**src/rtl/core/arpic_pkg.sv**
```systemverilog
// Shared types and constants for the ARP / ICMP echo receive classifier.
// Used by arpic_cfg_regs, arpic_parser and arp_icmp_frame_classifier_unit.
// No dependencies.
`timescale 1ns / 1ps

package arpic_pkg;

    // Frame length limit default (byte counter saturates here)
    localparam int unsigned DEFAULT_MAX_FRAME_BYTES = 2047;

    // Ethertypes
    localparam logic [15:0] KIND_ARP  = 16'h0806;
    localparam logic [15:0] KIND_IPV4 = 16'h0800;

    // Register reset values
    localparam logic [31:0] LOCAL_IP_RESET   = 32'h0000_0000;
    localparam logic [31:0] TARGET_IP_RESET  = 32'h0000_0000;
    localparam logic [15:0] EXP_SEQ_RESET    = 16'h0001;
    localparam logic [15:0] ECHO_ID_RESET    = 16'h1337;

    // Field helpers
    localparam logic [3:0]  NIBBLE_MASK      = 4'hF;
    localparam logic [3:0]  IPV4_VERSION     = 4'd4;
    localparam logic [3:0]  MIN_HDR_WORDS    = 4'd5;
    localparam logic [7:0]  PROTO_ICMP       = 8'd1;
    localparam logic [7:0]  ICMP_ECHO_REPLY  = 8'd0;
    localparam logic [7:0]  ICMP_CODE_ZERO   = 8'd0;
    localparam logic [15:0] ARP_OP_REQUEST   = 16'd1;
    localparam logic [15:0] ARP_OP_REPLY     = 16'd2;

    // Byte offsets within the frame
    localparam int unsigned OFS_KIND_HI      = 12;
    localparam int unsigned OFS_KIND_LO      = 13;
    localparam int unsigned OFS_ARP_OP_HI    = 20;
    localparam int unsigned OFS_ARP_OP_LO    = 21;
    localparam int unsigned OFS_ARP_SHA_FIRST = 22;
    localparam int unsigned OFS_ARP_SHA_LAST = 27;
    localparam int unsigned OFS_ARP_SPA_FIRST = 28;
    localparam int unsigned OFS_ARP_SPA_LAST = 31;
    localparam int unsigned OFS_ARP_TPA_FIRST = 38;
    localparam int unsigned OFS_ARP_TPA_LAST = 41;
    localparam int unsigned OFS_IP_VER_IHL   = 14;
    localparam int unsigned OFS_IP_PROTO     = 23;
    localparam int unsigned OFS_IP_SRC_FIRST = 26;
    localparam int unsigned OFS_IP_SRC_LAST  = 29;
    localparam int unsigned OFS_IP_DST_FIRST = 30;
    localparam int unsigned OFS_IP_DST_LAST  = 33;

    // Length rules
    localparam int unsigned ARP_MIN_BYTES    = 42;
    localparam int unsigned ETH_HDR_BYTES    = 14;
    localparam int unsigned ECHO_BYTES       = 40;
    localparam int unsigned ICMP_HDR_BYTES   = 8;

    // Offsets inside the ICMP header
    localparam logic [2:0] ICMP_OFS_TYPE     = 3'd0;
    localparam logic [2:0] ICMP_OFS_CODE     = 3'd1;
    localparam logic [2:0] ICMP_OFS_ID_HI    = 3'd4;
    localparam logic [2:0] ICMP_OFS_ID_LO    = 3'd5;
    localparam logic [2:0] ICMP_OFS_SEQ_HI   = 3'd6;
    localparam logic [2:0] ICMP_OFS_SEQ_LO   = 3'd7;

    // Stream widths
    localparam int unsigned M_TDATA_W        = 88;
    localparam int unsigned CFG_DATA_W       = 32;

    typedef enum logic [1:0] {
        CFG_LOCAL_IP      = 2'd0,
        CFG_TARGET_IP     = 2'd1,
        CFG_EXPECTED_SEQ  = 2'd2,
        CFG_ECHO_ID       = 2'd3
    } t_cfg_index;

    typedef enum logic [1:0] {
        VERDICT_NONE        = 2'd0,
        VERDICT_ARP_REQUEST = 2'd1,
        VERDICT_ARP_REPLY   = 2'd2,
        VERDICT_ECHO_REPLY  = 2'd3
    } t_verdict;

    typedef struct packed {
        logic [31:0] local_ip;
        logic [31:0] target_ip;
        logic [15:0] expected_sequence;
        logic [15:0] echo_identifier;
    } t_cfg;

    typedef struct packed {
        t_verdict    verdict;
        logic [47:0] peer_mac;
        logic [31:0] peer_ip;
    } t_result;

endpackage

```
**src/rtl/core/arp_icmp_frame_classifier_unit.sv**
```systemverilog
// Top level of the ARP / ICMP echo receive classifier: input register,
// output register and handshake. Depends on arpic_pkg, arpic_cfg_regs, arpic_parser.
`timescale 1ns / 1ps

// Usage:
//   Slave stream: one Ethernet frame byte per request, starting at the
//   destination MAC; tlast marks the final byte of a frame.
//   Master stream: one request per frame, issued for its last byte, carrying
//   the verdict and, for ARP verdicts, the sender MAC and IP (zero otherwise).
//   Config port: write enable, register index, 32-bit data; write only while
//   no frame is in flight.
// Timing: an accepted byte is held in the input register and parsed from there;
//   for the last byte the verdict is written into the result register, from
//   which the master side takes it.
// Throughput: one byte per cycle unless stalled as below. The parse of each byte
//   is one pass of compare/shift logic between the input register and the
//   state/result registers, so only the stall below limits the rate.
// Stall: the block only holds back when a last byte waits in the input
//   register while the result register is full and not taken; tready then
//   drops until the master side accepts the pending result.
// Reset (synchronous, active low): clears the pipeline, the frame state and
//   restores the configuration registers to their reset values.

module arp_icmp_frame_classifier_unit
    import arpic_pkg::*;
#(
    parameter int unsigned MAX_FRAME_BYTES = DEFAULT_MAX_FRAME_BYTES
) (
    input  logic                  i_clk,
    input  logic                  i_rst_n,
    // Slave stream
    input  logic                  i_s_axis_tvalid,
    output logic                  o_s_axis_tready,
    input  logic [7:0]            i_s_axis_tdata,   // [7:0] data_byte
    input  logic                  i_s_axis_tlast,   // last_byte
    // Master stream
    output logic                  o_m_axis_tvalid,
    input  logic                  i_m_axis_tready,
    output logic [M_TDATA_W-1:0]  o_m_axis_tdata,   // [1:0] verdict, [49:2] peer_mac,
                                                    // [81:50] peer_ip, [87:82] zero
    // Configuration
    input  logic                  i_cfg_we,
    input  logic [1:0]            i_cfg_index,
    input  logic [CFG_DATA_W-1:0] i_cfg_wdata
);

    t_cfg       w_cfg;
    t_result    w_result;
    logic       w_advance;
    logic       w_step;

    logic       r_in_valid;
    logic [7:0] r_in_byte;
    logic       r_in_last;
    logic       r_out_valid;
    t_result    r_out;

    arpic_cfg_regs u_cfg_regs (
        .i_clk       (i_clk),
        .i_rst_n     (i_rst_n),
        .i_cfg_we    (i_cfg_we),
        .i_cfg_index (t_cfg_index'(i_cfg_index)),
        .i_cfg_wdata (i_cfg_wdata),
        .o_cfg       (w_cfg)
    );

    arpic_parser #(
        .MAX_FRAME_BYTES (MAX_FRAME_BYTES)
    ) u_parser (
        .i_clk    (i_clk),
        .i_rst_n  (i_rst_n),
        .i_step   (w_step),
        .i_byte   (r_in_byte),
        .i_last   (r_in_last),
        .i_cfg    (w_cfg),
        .o_result (w_result)
    );

    // The held byte moves on unless it needs the result slot and the slot is blocked
    assign w_advance       = !(r_in_last && r_out_valid && !i_m_axis_tready);
    assign w_step          = r_in_valid && w_advance;
    assign o_s_axis_tready = !r_in_valid || w_advance;

    // Input register
    always_ff @(posedge i_clk) begin
        if (!i_rst_n) begin
            r_in_valid <= 1'b0;
        end else if (o_s_axis_tready) begin
            r_in_valid <= i_s_axis_tvalid;
        end
    end

    always_ff @(posedge i_clk) begin
        if (o_s_axis_tready && i_s_axis_tvalid) begin
            r_in_byte <= i_s_axis_tdata;
            r_in_last <= i_s_axis_tlast;
        end
    end

    // Result register
    always_ff @(posedge i_clk) begin
        if (!i_rst_n) begin
            r_out_valid <= 1'b0;
        end else if (w_step && r_in_last) begin
            r_out_valid <= 1'b1;
        end else if (i_m_axis_tready) begin
            r_out_valid <= 1'b0;
        end
    end

    always_ff @(posedge i_clk) begin
        if (w_step && r_in_last) begin
            r_out <= w_result;
        end
    end

    assign o_m_axis_tvalid = r_out_valid;
    assign o_m_axis_tdata  = {6'b0, r_out.peer_ip, r_out.peer_mac, r_out.verdict};

    // Only ARP verdicts carry peer addresses
    a_peer_zero: assert property (@(posedge i_clk) disable iff (!i_rst_n)
        (r_out_valid && r_out.verdict != VERDICT_ARP_REQUEST
            && r_out.verdict != VERDICT_ARP_REPLY)
        |-> (r_out.peer_mac == '0 && r_out.peer_ip == '0))
        else $error("peer fields set without an ARP verdict");

    // A last byte blocked by a full result slot must stall the slave side
    a_stall: assert property (@(posedge i_clk) disable iff (!i_rst_n)
        (r_in_valid && r_in_last && r_out_valid && !i_m_axis_tready)
        |-> (!o_s_axis_tready && !w_step))
        else $error("blocked last byte not stalling input");

    // A non-last byte never produces a result
    a_no_result: assert property (@(posedge i_clk) disable iff (!i_rst_n)
        (w_step && !r_in_last && (!r_out_valid || i_m_axis_tready))
        |=> !r_out_valid)
        else $error("result issued for a non-last byte");

    // Reset empties both pipeline registers
    a_reset: assert property (@(posedge i_clk)
        !i_rst_n |=> (!r_in_valid && !r_out_valid))
        else $error("pipeline not empty after reset");

endmodule

```
**src/rtl/core/arpic_cfg_regs.sv**
```systemverilog
// Configuration register file: local/target IP, echo identifier and sequence.
// Depends on arpic_pkg.
`timescale 1ns / 1ps

module arpic_cfg_regs
    import arpic_pkg::*;
(
    input  logic                  i_clk,
    input  logic                  i_rst_n,
    input  logic                  i_cfg_we,
    input  t_cfg_index            i_cfg_index,
    input  logic [CFG_DATA_W-1:0] i_cfg_wdata,
    output t_cfg                  o_cfg
);

    t_cfg r_cfg;
    t_cfg n_cfg;

    // Register decode
    always_comb begin
        n_cfg = r_cfg;
        if (i_cfg_we) begin
            unique case (i_cfg_index)
                CFG_LOCAL_IP:     n_cfg.local_ip          = i_cfg_wdata;
                CFG_TARGET_IP:    n_cfg.target_ip         = i_cfg_wdata;
                CFG_EXPECTED_SEQ: n_cfg.expected_sequence = i_cfg_wdata[15:0];
                CFG_ECHO_ID:      n_cfg.echo_identifier   = i_cfg_wdata[15:0];
                default:          n_cfg = r_cfg;
            endcase
        end
    end

    always_ff @(posedge i_clk) begin
        if (!i_rst_n) begin
            r_cfg.local_ip          <= LOCAL_IP_RESET;
            r_cfg.target_ip         <= TARGET_IP_RESET;
            r_cfg.expected_sequence <= EXP_SEQ_RESET;
            r_cfg.echo_identifier   <= ECHO_ID_RESET;
        end else begin
            r_cfg <= n_cfg;
        end
    end

    assign o_cfg = r_cfg;

endmodule

```
**src/rtl/core/arpic_parser.sv**
```systemverilog
// Per-frame field capture and verdict logic; one byte per i_step strobe.
// Depends on arpic_pkg.
`timescale 1ns / 1ps

module arpic_parser
    import arpic_pkg::*;
#(
    parameter int unsigned MAX_FRAME_BYTES = DEFAULT_MAX_FRAME_BYTES
) (
    input  logic       i_clk,
    input  logic       i_rst_n,
    input  logic       i_step,
    input  logic [7:0] i_byte,
    input  logic       i_last,
    input  t_cfg       i_cfg,
    output t_result    o_result
);

    localparam int unsigned CNT_W = $clog2(MAX_FRAME_BYTES + 1);

    // Frame state
    logic [CNT_W-1:0] r_cnt;
    logic [15:0]      r_kind;
    logic [15:0]      r_arp_op;
    logic [47:0]      r_sha;
    logic [31:0]      r_spa;
    logic [31:0]      r_tpa;
    logic [3:0]       r_hw;
    logic             r_ip_ok;
    logic             r_echo_ok;

    // State after this byte, before the end-of-frame clear
    logic [CNT_W-1:0] u_cnt;
    logic [15:0]      u_kind;
    logic [15:0]      u_arp_op;
    logic [47:0]      u_sha;
    logic [31:0]      u_spa;
    logic [31:0]      u_tpa;
    logic [3:0]       u_hw;
    logic             u_ip_ok;
    logic             u_echo_ok;

    logic [CNT_W-1:0] idx;
    logic [6:0]       icmp_ofs;
    logic [6:0]       icmp_end;
    logic [2:0]       icmp_rel;
    logic             in_icmp;
    logic [6:0]       echo_min;
    t_result          result;

    assign idx      = r_cnt;
    assign icmp_ofs = 7'(ETH_HDR_BYTES) + 7'({r_hw, 2'b00});
    assign icmp_end = icmp_ofs + 7'(ICMP_HDR_BYTES);
    assign icmp_rel = 3'(idx - CNT_W'(icmp_ofs));
    assign in_icmp  = (r_hw >= MIN_HDR_WORDS) && (idx >= CNT_W'(icmp_ofs))
                      && (idx < CNT_W'(icmp_end));

    // Field capture for one byte
    always_comb begin
        u_kind    = r_kind;
        u_arp_op  = r_arp_op;
        u_sha     = r_sha;
        u_spa     = r_spa;
        u_tpa     = r_tpa;
        u_hw      = r_hw;
        u_ip_ok   = r_ip_ok;
        u_echo_ok = r_echo_ok;

        if (idx == CNT_W'(OFS_KIND_HI) || idx == CNT_W'(OFS_KIND_LO)) begin
            u_kind = {r_kind[7:0], i_byte};
        end else if (r_kind == KIND_ARP) begin
            if (idx == CNT_W'(OFS_ARP_OP_HI) || idx == CNT_W'(OFS_ARP_OP_LO)) begin
                u_arp_op = {r_arp_op[7:0], i_byte};
            end else if (idx >= CNT_W'(OFS_ARP_SHA_FIRST)
                         && idx <= CNT_W'(OFS_ARP_SHA_LAST)) begin
                u_sha = {r_sha[39:0], i_byte};
            end else if (idx >= CNT_W'(OFS_ARP_SPA_FIRST)
                         && idx <= CNT_W'(OFS_ARP_SPA_LAST)) begin
                u_spa = {r_spa[23:0], i_byte};
            end else if (idx >= CNT_W'(OFS_ARP_TPA_FIRST)
                         && idx <= CNT_W'(OFS_ARP_TPA_LAST)) begin
                u_tpa = {r_tpa[23:0], i_byte};
            end
        end else if (r_kind == KIND_IPV4) begin
            if (idx == CNT_W'(OFS_IP_VER_IHL)) begin
                u_hw    = i_byte[3:0] & NIBBLE_MASK;
                u_ip_ok = (i_byte[7:4] == IPV4_VERSION)
                          && ((i_byte[3:0] & NIBBLE_MASK) >= MIN_HDR_WORDS);
            end else if (idx == CNT_W'(OFS_IP_PROTO)) begin
                u_ip_ok = r_ip_ok && (i_byte == PROTO_ICMP);
            end else if (idx >= CNT_W'(OFS_IP_SRC_FIRST)
                         && idx <= CNT_W'(OFS_IP_SRC_LAST)) begin
                u_spa = {r_spa[23:0], i_byte};
            end else if (idx >= CNT_W'(OFS_IP_DST_FIRST)
                         && idx <= CNT_W'(OFS_IP_DST_LAST)) begin
                u_tpa = {r_tpa[23:0], i_byte};
            end else if (in_icmp) begin
                case (icmp_rel)
                    ICMP_OFS_TYPE:   u_echo_ok = (i_byte == ICMP_ECHO_REPLY);
                    ICMP_OFS_CODE:   u_echo_ok = r_echo_ok && (i_byte == ICMP_CODE_ZERO);
                    ICMP_OFS_ID_HI:  u_echo_ok = r_echo_ok
                                     && (i_byte == i_cfg.echo_identifier[15:8]);
                    ICMP_OFS_ID_LO:  u_echo_ok = r_echo_ok
                                     && (i_byte == i_cfg.echo_identifier[7:0]);
                    ICMP_OFS_SEQ_HI: u_echo_ok = r_echo_ok
                                     && (i_byte == i_cfg.expected_sequence[15:8]);
                    ICMP_OFS_SEQ_LO: u_echo_ok = r_echo_ok
                                     && (i_byte == i_cfg.expected_sequence[7:0]);
                    default:         u_echo_ok = r_echo_ok;
                endcase
            end
        end
    end

    // Saturating byte counter
    assign u_cnt = (r_cnt < CNT_W'(MAX_FRAME_BYTES)) ? r_cnt + 1'b1 : r_cnt;

    // Verdict on the updated state
    assign echo_min = 7'(ETH_HDR_BYTES + ECHO_BYTES) + 7'({u_hw, 2'b00});

    always_comb begin
        result = '{verdict: VERDICT_NONE, peer_mac: '0, peer_ip: '0};
        if (u_kind == KIND_ARP && u_cnt >= CNT_W'(ARP_MIN_BYTES)) begin
            if (u_arp_op == ARP_OP_REQUEST && u_tpa == i_cfg.local_ip) begin
                result.verdict = VERDICT_ARP_REQUEST;
            end else if (u_arp_op == ARP_OP_REPLY && u_spa == i_cfg.target_ip
                         && u_tpa == i_cfg.local_ip) begin
                result.verdict = VERDICT_ARP_REPLY;
            end
            if (result.verdict != VERDICT_NONE) begin
                result.peer_mac = u_sha;
                result.peer_ip  = u_spa;
            end
        end else if (u_kind == KIND_IPV4 && u_ip_ok && u_echo_ok
                     && u_spa == i_cfg.target_ip && u_tpa == i_cfg.local_ip
                     && u_cnt >= CNT_W'(echo_min)) begin
            result.verdict = VERDICT_ECHO_REPLY;
        end
    end

    assign o_result = result;

    // State update; the last byte clears everything for the next frame
    always_ff @(posedge i_clk) begin
        if (!i_rst_n || (i_step && i_last)) begin
            r_cnt     <= '0;
            r_kind    <= '0;
            r_arp_op  <= '0;
            r_sha     <= '0;
            r_spa     <= '0;
            r_tpa     <= '0;
            r_hw      <= '0;
            r_ip_ok   <= 1'b0;
            r_echo_ok <= 1'b0;
        end else if (i_step) begin
            r_cnt     <= u_cnt;
            r_kind    <= u_kind;
            r_arp_op  <= u_arp_op;
            r_sha     <= u_sha;
            r_spa     <= u_spa;
            r_tpa     <= u_tpa;
            r_hw      <= u_hw;
            r_ip_ok   <= u_ip_ok;
            r_echo_ok <= u_echo_ok;
        end
    end

endmodule

```
**config.mk**
```make
export PLATFORM = sky130hd
export DESIGN_NAME = arp_icmp_frame_classifier_unit
export DESIGN_NICKNAME = d
export VERILOG_FILES = /design/src/rtl/core/arpic_pkg.sv /design/src/rtl/core/arp_icmp_frame_classifier_unit.sv /design/src/rtl/core/arpic_cfg_regs.sv /design/src/rtl/core/arpic_parser.sv
export SDC_FILE = /design/constraint.sdc
export NUM_CORES = 1
export LEC_CHECK = 0
export ABC_AREA = 1
export BUFFER_PORTS_ARGS = -buffer_cell sky130_fd_sc_hd__buf_2
export CORE_MARGIN = 8
export CORE_UTILIZATION = 30
export DETAILED_ROUTE_END_ITERATION = 7
export HOLD_SLACK_MARGIN = 0.02
export SLEW_MARGIN = 5
export SYNTH_ARGS = -nofsm -noshare
export SYNTH_HDL_FRONTEND = slang
export SYNTH_SLANG_ARGS = --single-unit
```
**constraint.sdc**
```tcl
create_clock -name i_clk -period 4.3 [get_ports i_clk]
set_input_delay 0.43 -clock i_clk [delete_from_list [all_inputs] [get_ports i_clk]]
set_output_delay 0.43 -clock i_clk [all_outputs]
set_load 0.01 [all_outputs]
```
==> impl_metrics.yaml, run 1 <==
status:
  outcome: "complete, no violations"
clock_tree:
  cts_buffers: 41
  cts_tree: "yes"
  cts_buffer_depth: 3
  h-tree-depth: 2
  cts_sinks: 350
  clk_latency_ns: 0.57
  path_clk_slew_ns: 0.06
  cts_resized: 0
  cts_root_buf: "clkbuf_16"
  cts_hold_buf: 0
  post_cts_buffers: 0
routing:
  wirelength_mm: 56.4
  wl_met3_mm: 4.18
  first_pass_iters: 6
  drt_iter0_markers: 1563
  post_drt_wl_per_cell_um: 16.5
  via_per_inst: 4.97
  antenna_left: 0
  topRoutingLayerUsed: "met4"
  vias: 17047
  route.detailed.drc: 0
  wl_met2_mm: 23.6
  drt-met1-wl_mm: 27.2
synth:
  syn-cell-area_mm2: 0.0184
  synth_edf_count: 91
  yosysWarnings: 0
  synth_cell_types: 43
  synthCells: 2556
  synth_area_per_cell_um2: 7.19
  ys_ff_latch: 350
  ys.flop_type: "dfxtp_1"
  seq_area_frac_synth_pct: 43.1
  postSynth.asyncResetShare_pct: 0
run:
  max_cap_violations: 0
power_and_ir_drop:
  power_density_mw_per_mm2: 399
  ir_drop_mv: 0.265
  total_power_mw: 8.44
  power.leakage_nw: 9.22
hold_path:
  hp-class: "in2reg"
placement:
  place_inst: 3351
  hpwl_mm: 38.3
  place_area_mm2: 0.0197
  gp_congestion: 0.926
  portBuffers: 131
global_routing:
  antenna_found_initial: 1
  grt_max_degree: 250
  grt-ovfl-total: 0
  grt_usage_pct: 15.5
  grt_pass1_vias: 15174
  grt_pass1_wl_mm: 88.3
floorplanning:
  fp.dieW_um: 263
  die-area_mm2: 0.0694
  rows: 90
  ios: 138
  core_region_area_mm2: 0.0605
  start_util_pct: 30.4
  die_h_um: 263
timing:
  fmax_mhz: 259
  hold_ws_ns: 0.0612
  drv_slew: 0
  period_needed_ns: 3.86
  tns_ns: 0
  tightest_slew_ns: 1.21
  slew_headroom_pct: 19.1
  fin_skew_ns: 0.0230
  rsz0062_at_grt: "no"
  hold_viol_final: 0
  finalSetupViolCount: 0
  period_share_pct: 89.8
setup_path:
  crit_path_max_fanout: 81
  cp-start-kind: "flip-flop"
  crit_top_cell: "nand2_1"
  criticalPathCategory: "reg2reg"
  path_cells: "inv_1 > ha_1 > inv_1 > nor2_1 > nand3_1 > nand3_2 > nor2_4 > buf_4 > nand2_1 > nand3_1 > nand2_1 > nand2_1 > nand2_1 > nor2_1 > nand2_1 > nor2_1 > nand2_1 > nor2_2 > nand3_2 > buf_12 > a21oi_1"
  crit_arrival_ns: 4.24
  crit_path_end_kind: "flip-flop"
  crit_buf_inv: 4
  crit_slowest_cell: "dfxtp_1"
  cp.required_ns: 4.68
  critPathMaxStageDelay_ns: 0.44
  crit_family: "simple AND/OR/NAND/NOR gates"
layout:
  final_area_mm2: 0.0211
  nets: 2683
  fin_cells: 3427
  syn2layout_area_growth_pct: 15.0
  final_layout_size_suffix_gt1_share_pct: 10.2
-- report_power, final --
group / internal [mW] / switching, mW
combinational: 0.380 / 0.767
clock: 2.13 / 1.46
sequential: 3.55 / 0.155
total: 6.05 / 2.39
-- Yosys cell counts (14+ instances only) --
master      n  area [µm²]
inv_1     204         766
nand2_1   580        2180
buf_2      35         175
nand4_1    16         100
nor2_1    299        1120
buf_1      21        78.8
o21ai_1    15        75.1
edfxtp_1   91        2730
o21ai_0   258        1290
nand3_1   158         791
ha_1       22         275
nand3b_1   56         420
nor3_1     14        70.1
clkbuf_1  100         375
o211ai_1   72         541
dfxtp_1   259        5180
a21oi_1   232        1160
mux2i_1    48         480
-- kinds of logic (layout without fill, tap and decap cells) --
kind of cell               Yosys count  count (layout)  share of synthesized area (%)
adders and majority gates           23              23                           1.61
xor gates and xnor gates            14              14                          0.668
other                                1               7                         0.0204
DFF                                350             350                           43.1
AOI/OAI and AO/OA                  594             594                           17.4
buffers and inverters              380             463                           8.17
and+or+nand+nor                   1146            1146                           26.4
muxes                               48              48                           2.62
-- layout make-up --
class	instances	area, µm²
fillers	6390	39300
multi-input cells	1831	8980
flip-flops and latches	350	7920
clock buffers	52	1140
repair buffers	172	1040
well taps	782	978
inverters	216	818
clock inverters	23	258
diodes	1	2.50
-- cell usage in the layout (no fill, tap or decap), types with 41 or more instances in the layout --
cell type  instances
a21oi_1          232
buf_2            131
clkbuf_16         41
dfxtp_1          259
edfxtp_1          91
inv_1            203
mux2i_1           48
nand2_1          578
nand3_1          158
nand3b_1          56
nor2_1           299
o211ai_1          72
o21ai_0          258
-- per-layer routing --
| layer | GRT usage, % | vias up |
|---|---|---|
| met3 | 3.31 | 88 |
| met5 | 0 | - |
| met4 | 4.66 | 0 |
| met1 | 22.5 | 7750 |
| met2 | 22.8 | 553 |
| li1 | - | 8656 |
-- worst paths after layout --
kind	from	to	slack [ns]	cells after the start
worst max register to register	u_parser.idx[0]	o_m_axis_tdata[14]	0.44	21
worst min register to register	u_cfg_regs.o_cfg[14]	u_cfg_regs.o_cfg[14]	0.45	2
worst min-delay path	i_s_axis_tlast	r_in_last	0.06	1
worst max-delay path	u_parser.idx[0]	o_m_axis_tdata[14]	0.44	21
-- registers in the layout, summed over array words and instances (netlist names), 4 cells and up --
| name | cells |
|---|---|
| o_m_axis_tdata | 82 |
| r_in_byte | 8 |
| u_cfg_regs.o_cfg | 96 |
| u_parser.idx | 11 |
| u_parser.r_arp_op | 16 |
| u_parser.r_hw | 4 |
| u_parser.r_kind | 16 |
| u_parser.r_sha | 48 |
| u_parser.r_spa | 32 |
| u_parser.r_tpa | 32 |
-- metrics by stage --
| step | util (%) | worst slack (ns) |
|---|---|---|
| final | 34.9 | 0.437 |
| after global routing | 34.9 | 0.0475 |
| after CTS | 34.9 | 0.454 |
| after detailed placement | 32.6 | 0.482 |
| after global placement | 32.6 | 0.477 |
| after floorplan | - | 0.762 |
No activity file was read; power rests on OpenSTA's default activity.
==> run 2, diff against run 1 <==
- ABC_CLOCK_PERIOD_IN_PS: default -> 4300
- CTS_BUF_LIST: default -> sky130_fd_sc_hd__clkbuf_4 sky130_fd_sc_hd__clkbuf_8
==> impl_metrics.yaml, run 2 (synthesis gave the netlist of run 1 again) <==
power_and_ir_drop:
  ir_drop_mv: 0.239
  power.leakage_nw: 9.32
  power_density_mw_per_mm2: 387
clock_tree:
  cts_tree: "yes"
  post_cts_buffers: 0
  path_clk_slew_ns: 0.06
  cts_buffers: 60
  clk_latency_ns: 0.69
  cts_buffer_depth: 3
  cts_root_buf: "clkbuf_8"
  cts_resized: 0
  h-tree-depth: 2
  cts_sinks: 350
setup_path:
  cp.required_ns: 4.81
  crit_top_cell: "nand2_1"
  crit_arrival_ns: 4.38
  criticalPathCategory: "reg2reg"
  timing.rr.start: "u_parser.idx[0]"
  worstSetupStartpoint: "u_parser.idx[0]"
  crit_path_max_fanout: 81
  crit_buf_inv: 4
  crit_family: "simple AND/OR/NAND/NOR gates"
  cp-start-kind: "flip-flop"
  critPathMaxStageDelay_ns: 0.44
  crit_slowest_cell: "dfxtp_1"
  path_cells: "inv_1 > ha_1 > inv_1 > nor2_1 > nand3_1 > nand3_2 > nor2_4 > buf_4 > nand2_1 > nand3_1 > nand2_1 > nand2_1 > nand2_1 > nor2_1 > nand2_1 > nor2_1 > nand2_1 > nor2_2 > nand3_2 > buf_12 > a21oi_1"
  crit_path_end_kind: "flip-flop"
global_routing:
  grt_pass1_vias: 15283
  grt_max_degree: 250
  antenna_found_initial: 2
  grt-ovfl-total: 0
  grt_pass1_wl_mm: 88.8
  grt_usage_pct: 15.6
floorplanning:
  core_region_area_mm2: 0.0605
  die_h_um: 263
  fp.dieW_um: 263
  start_util_pct: 30.4
  ios: 138
  die-area_mm2: 0.0694
  rows: 90
status:
  outcome: "complete, no violations"
layout:
  nets: 2715
  final_common_cell: "nand2_1"
  syn2layout_area_growth_pct: 15.5
  final_layout_size_suffix_gt1_share_pct: 11.5
  post-route-util_pct: 35.1
  largest_register_ff_count: 96
  final_cell_mix: "nand2_1 (578), nor2_1 (299), dfxtp_1 (259)"
timing:
  drv_slew: 0
  fin_skew_ns: 0.0366
  finalSetupViolCount: 0
  rsz0062_at_grt: "no"
  period_share_pct: 89.8
  hold_viol_final: 0
  tightest_slew_ns: 1.30
  tns_ns: 0
  slew_headroom_pct: 13.1
  period_needed_ns: 3.86
  fmax_mhz: 259
routing:
  antenna_left: 0
  route.detailed.drc: 0
  wirelength_mm: 56.8
  first_pass_iters: 6
  vias: 17158
  drt_iter0_markers: 1678
  via_per_inst: 4.93
  post_drt_wl_per_cell_um: 16.3
placement:
  portBuffers: 131
  hpwl_mm: 38.3
  gp_congestion: 0.926
hold_path:
  hp-class: "in2reg"
  worstHoldStart: "i_s_axis_tvalid"
run:
  max_cap_violations: 0
-- run 2: where the power goes --
group / internal [mW] / switching (mW) / leakage (nW)
clock: 1.86 / 1.48 / 0.719
combinational: 0.388 / 0.768 / 5.71
sequential: 3.55 / 0.155 / 2.89
total: 5.79 / 2.41 / 9.32
-- run 2: metrics by stage --
stage | total power [mW] | area [µm²] | instances | worst slack [ns] | hold slack (ns)
2_1_floorplan | 4.52 | 18400 | 2561 | 0.762 | 0.425
3_3_place_gp | 4.90 | 19700 | 3351 | 0.477 | 0.441
3_5_place_dp | 4.90 | 19700 | 3351 | 0.482 | 0.444
4_1_cts | 8.26 | 21200 | 3477 | 0.474 | 0.0209
5_1_grt | 8.58 | 21200 | 3478 | 0.110 | 0.0508
6_report | 8.20 | 21200 | 3479 | 0.437 | 0.0615
-- run 2: path summary, 6_finish.rpt --
path,to,slack (ns),cells after the start
setup / recovery,o_m_axis_tdata[17],0.44,21
hold reg to reg,u_cfg_regs.o_cfg[14],0.45,2
hold / removal,r_in_valid,0.06,3
setup reg to reg,o_m_axis_tdata[17],0.44,21
-- run 2: what timing repair did --
| action | CTS | global route |
|---|---|---|
| endpoints found under the setup margin | 0 | 0 |
| hold endpoints to repair | 13 | 0 |
| hold buffers | 13 | 0 |
-- run 2: area by class of cell --
cell class,count,area [µm²]
fillers,6398,39300
multi-input cells,1831,8980
flip-flops and latches,350,7920
repair buffers,185,1170
clock buffers,93,1160
well taps,782,978
inverters,216,818
clock inverters,20,179
diodes,2,5.00
-- run 2: routing by layer --
metal  wire, µm  global-route usage, %  up-vias  part of all wire (%)
li1           -                      -     8704                     -
met5          0                      0        -                     0
met4       1310                   4.57        0                   2.3
met3       4370                   3.56       94                   7.7
met1      27300                   22.5     7795                    48
met2      23800                   22.8      565                    42
-- run 2: worst reg2reg max path, cell delays in order, from the launching register on --
cell and delay [ns]:
dfxtp_1 0.44, inv_1 0.17, ha_1 0.29, inv_1 0.11, nor2_1 0.06, nand3_1 0.14
nand3_2 0.14, nor2_4 0.36, buf_4 0.36, nand2_1 0.09, nand3_1 0.12, nand2_1 0.14
nand2_1 0.10, nand2_1 0.06, nor2_1 0.08, nand2_1 0.06, nor2_1 0.11, nand2_1 0.08
nor2_2 0.15, nand3_2 0.11, buf_12 0.22, a21oi_1 0.32
==> run 3, diff against run 2 <==
- ABC_AREA: 1 -> 0
==> impl_metrics.yaml, run 3 <==
layout:
  fin_cells: 2897
  largest_register_ff_count: 96
  insertedDiodeCount: 0
  nets: 2154
  final_common_cell: "nand2_1"
  final_layout_size_suffix_gt1_share_pct: 18.8
  final_cell_mix: "nand2_1 (517), dfxtp_1 (259), a21oi_1 (178)"
  syn2layout_area_growth_pct: 16.7
  fillCellCount: 5858
  post-route-util_pct: 35.3
  final_area_mm2: 0.0202
timing:
  worst_slack_ns: 0.314
  fmax_mhz: 251
  period_share_pct: 92.7
  slew_headroom_pct: 20.5
  period_needed_ns: 3.99
  hold_ws_ns: 0.0812
  fin_skew_ns: 0.0498
  tns_ns: 0
  rsz0062_at_grt: "no"
  drv_slew: 0
  hold_viol_final: 0
  finalSetupViolCount: 0
  tightest_slew_ns: 1.19
routing:
  drt_iter0_markers: 1170
  drt-met1-wl_mm: 24.2
  first_pass_iters: 7
  wl_met3_mm: 3.92
  vias: 14595
  post_drt_wl_per_cell_um: 18.5
  topRoutingLayerUsed: "met5"
  wl_met2_mm: 24.1
  route.detailed.drc: 0
  via_per_inst: 5.04
  antenna_left: 0
  wirelength_mm: 53.5
floorplanning:
  rows: 88
  die-area_mm2: 0.0657
  start_util_pct: 30.2
  fp.dieW_um: 256
  ios: 138
  die_h_um: 256
  core_region_area_mm2: 0.0574
synth:
  postSynth.asyncResetShare_pct: 0
  synth_area_per_cell_um2: 8.79
  synthCells: 1971
  synth_top_area_cell: "dfxtp_1"
  seq_area_frac_synth_pct: 45.7
  ys_ff_latch: 350
  ys.flop_type: "dfxtp_1"
  synth_commonest_cells: "nand2_1 (517), dfxtp_1 (259), a21oi_1 (180)"
  synth_top_area_share_pct: 29.9
  synthTopCellsByArea: "dfxtp_1 (30%), edfxtp_1 (16%), nand2_1 (11%)"
  synth_cell_types: 77
  synth_edf_count: 91
  yosysWarnings: 0
  synth_most_common_cell: "nand2_1"
  syn-cell-area_mm2: 0.0173
clock_tree:
  cts_tree: "yes"
  cts_buffers: 61
  cts_root_buf: "clkbuf_8"
  cts_buffer_depth: 3
  cts_sinks: 350
  path_clk_slew_ns: 0.06
  clk_latency_ns: 0.67
  h-tree-depth: 2
  post_cts_buffers: 0
setup_path:
  crit_arrival_ns: 4.40
  crit_path_max_fanout: 9
  crit_family: "simple AND/OR/NAND/NOR gates"
  cp.required_ns: 4.72
  crit_slowest_cell: "or4_4"
  crit_buf_inv: 3
  crit_top_cell: "buf_4"
  path_cells: "or4_4 > buf_4 > nor4_2 > nand4bb_1 > buf_4 > a21oi_2 > nor2_1 > nor2_1 > xor2_1 > mux2i_1 > ha_1 > nor2b_1 > o21ai_0 > nor4bb_2 > buf_4 > nor4_2 > a2bb2oi_1 > nor3_1"
  critPathMaxStageDelay_ns: 0.58
  crit_path_end_kind: "flip-flop"
  cp-start-kind: "flip-flop"
  criticalPathCategory: "reg2reg"
global_routing:
  grt_pass1_vias: 14310
  grt_usage_pct: 15.6
  grt-ovfl-total: 0
  grt_pass1_wl_mm: 82.7
  grt_max_degree: 99
  antenna_found_initial: 3
power_and_ir_drop:
  power_density_mw_per_mm2: 356
  ir_drop_mv: 0.211
  total_power_mw: 7.21
  power.leakage_nw: 7.62
placement:
  gp_congestion: 0.939
  place_area_mm2: 0.0188
  hpwl_mm: 37.6
  portBuffers: 131
  place_ws_ns: 0.196
  place_inst: 2774
status:
  outcome: "complete, no violations"
run:
  max_cap_violations: 0
hold_path:
  hp-class: "in2reg"
## run 3: cell types whose count changed in the layout (fill, tap and decap cells not counted), moves of 61 or more
cell	change
a21boi_0	+88
inv_1	-159
nand2_1	-61
nand3_1	-133
nor2_1	-238
nor3_2	+80
o211ai_1	-70
o21ai_0	-236
## run 3: layout make-up
| cell class | count | area [µm²] | area share, % |
|---|---|---|---|
| inverter | 47 | 176 | 0.872 |
| timing repair buffer | 196 | 1210 | 5.98 |
| tap | 765 | 957 | 4.73 |
| clock buffer | 84 | 1070 | 5.28 |
| clock inverter | 28 | 251 | 1.24 |
| sequential | 350 | 7920 | 39.1 |
| multi-input combinational | 1427 | 8650 | 42.7 |
## run 3: final timing paths
check | depth (start not counted) | end | startpoint | slack (ns)
worst max register to register | 18 | o_m_axis_tdata[1] | u_parser.idx[10] | 0.31
worst min register to register | 2 | u_parser.r_arp_op[11] | u_parser.r_arp_op[11] | 0.45
worst min-delay path | 3 | u_cfg_regs.o_cfg[54] | i_cfg_wdata[22] | 0.08
worst max-delay path | 18 | o_m_axis_tdata[1] | u_parser.idx[10] | 0.31
## run 3: worst min-delay path: cells and delay by family
family	cells	cell delay (ns)
AO/OA/AOI/OAI	1	0.07
AND/OR/NAND/NOR	1	0.05
buffers and inverters	1	0.11
## run 3: layer usage
| layer | GRT usage, % | vias to the layer above |
|---|---|---|
| li1 | - | 7007 |
| met1 | 20.9 | 7008 |
| met2 | 24.7 | 486 |
| met3 | 3.84 | 92 |
| met4 | 4.46 | 2 |
| met5 | 0 | - |
## run 3: kinds of logic (layout without fill, tap and decap cells)
kind of cell	count (synthesis)	after routing	synth area share, %
fa+ha+maj	23	23	1.70
other cells	1	6	0.0216
xor+xnor	106	106	5.36
buf+inv	199	355	4.95
simple gates	834	834	23.5
mux	79	79	4.60
compound gates	379	379	14.2
flops	350	350	45.7
## run 3: power breakdown
part / internal (mW) / total, mW / switching (mW)
Clock: 1.86 / 3.29 / 1.44
Combinational: 0.157 / 0.448 / 0.291
Sequential: 3.42 / 3.47 / 0.0506
Total: 5.43 / 7.21 / 1.78
## run 3: what timing repair did
| item | in CTS | in global routing |
|---|---|---|
| hold buffers | 11 | 0 |
| resized for setup | 0 | 6 |
| hold endpoints to repair | 12 | 0 |
| setup endpoints to repair | 0 | 2 |
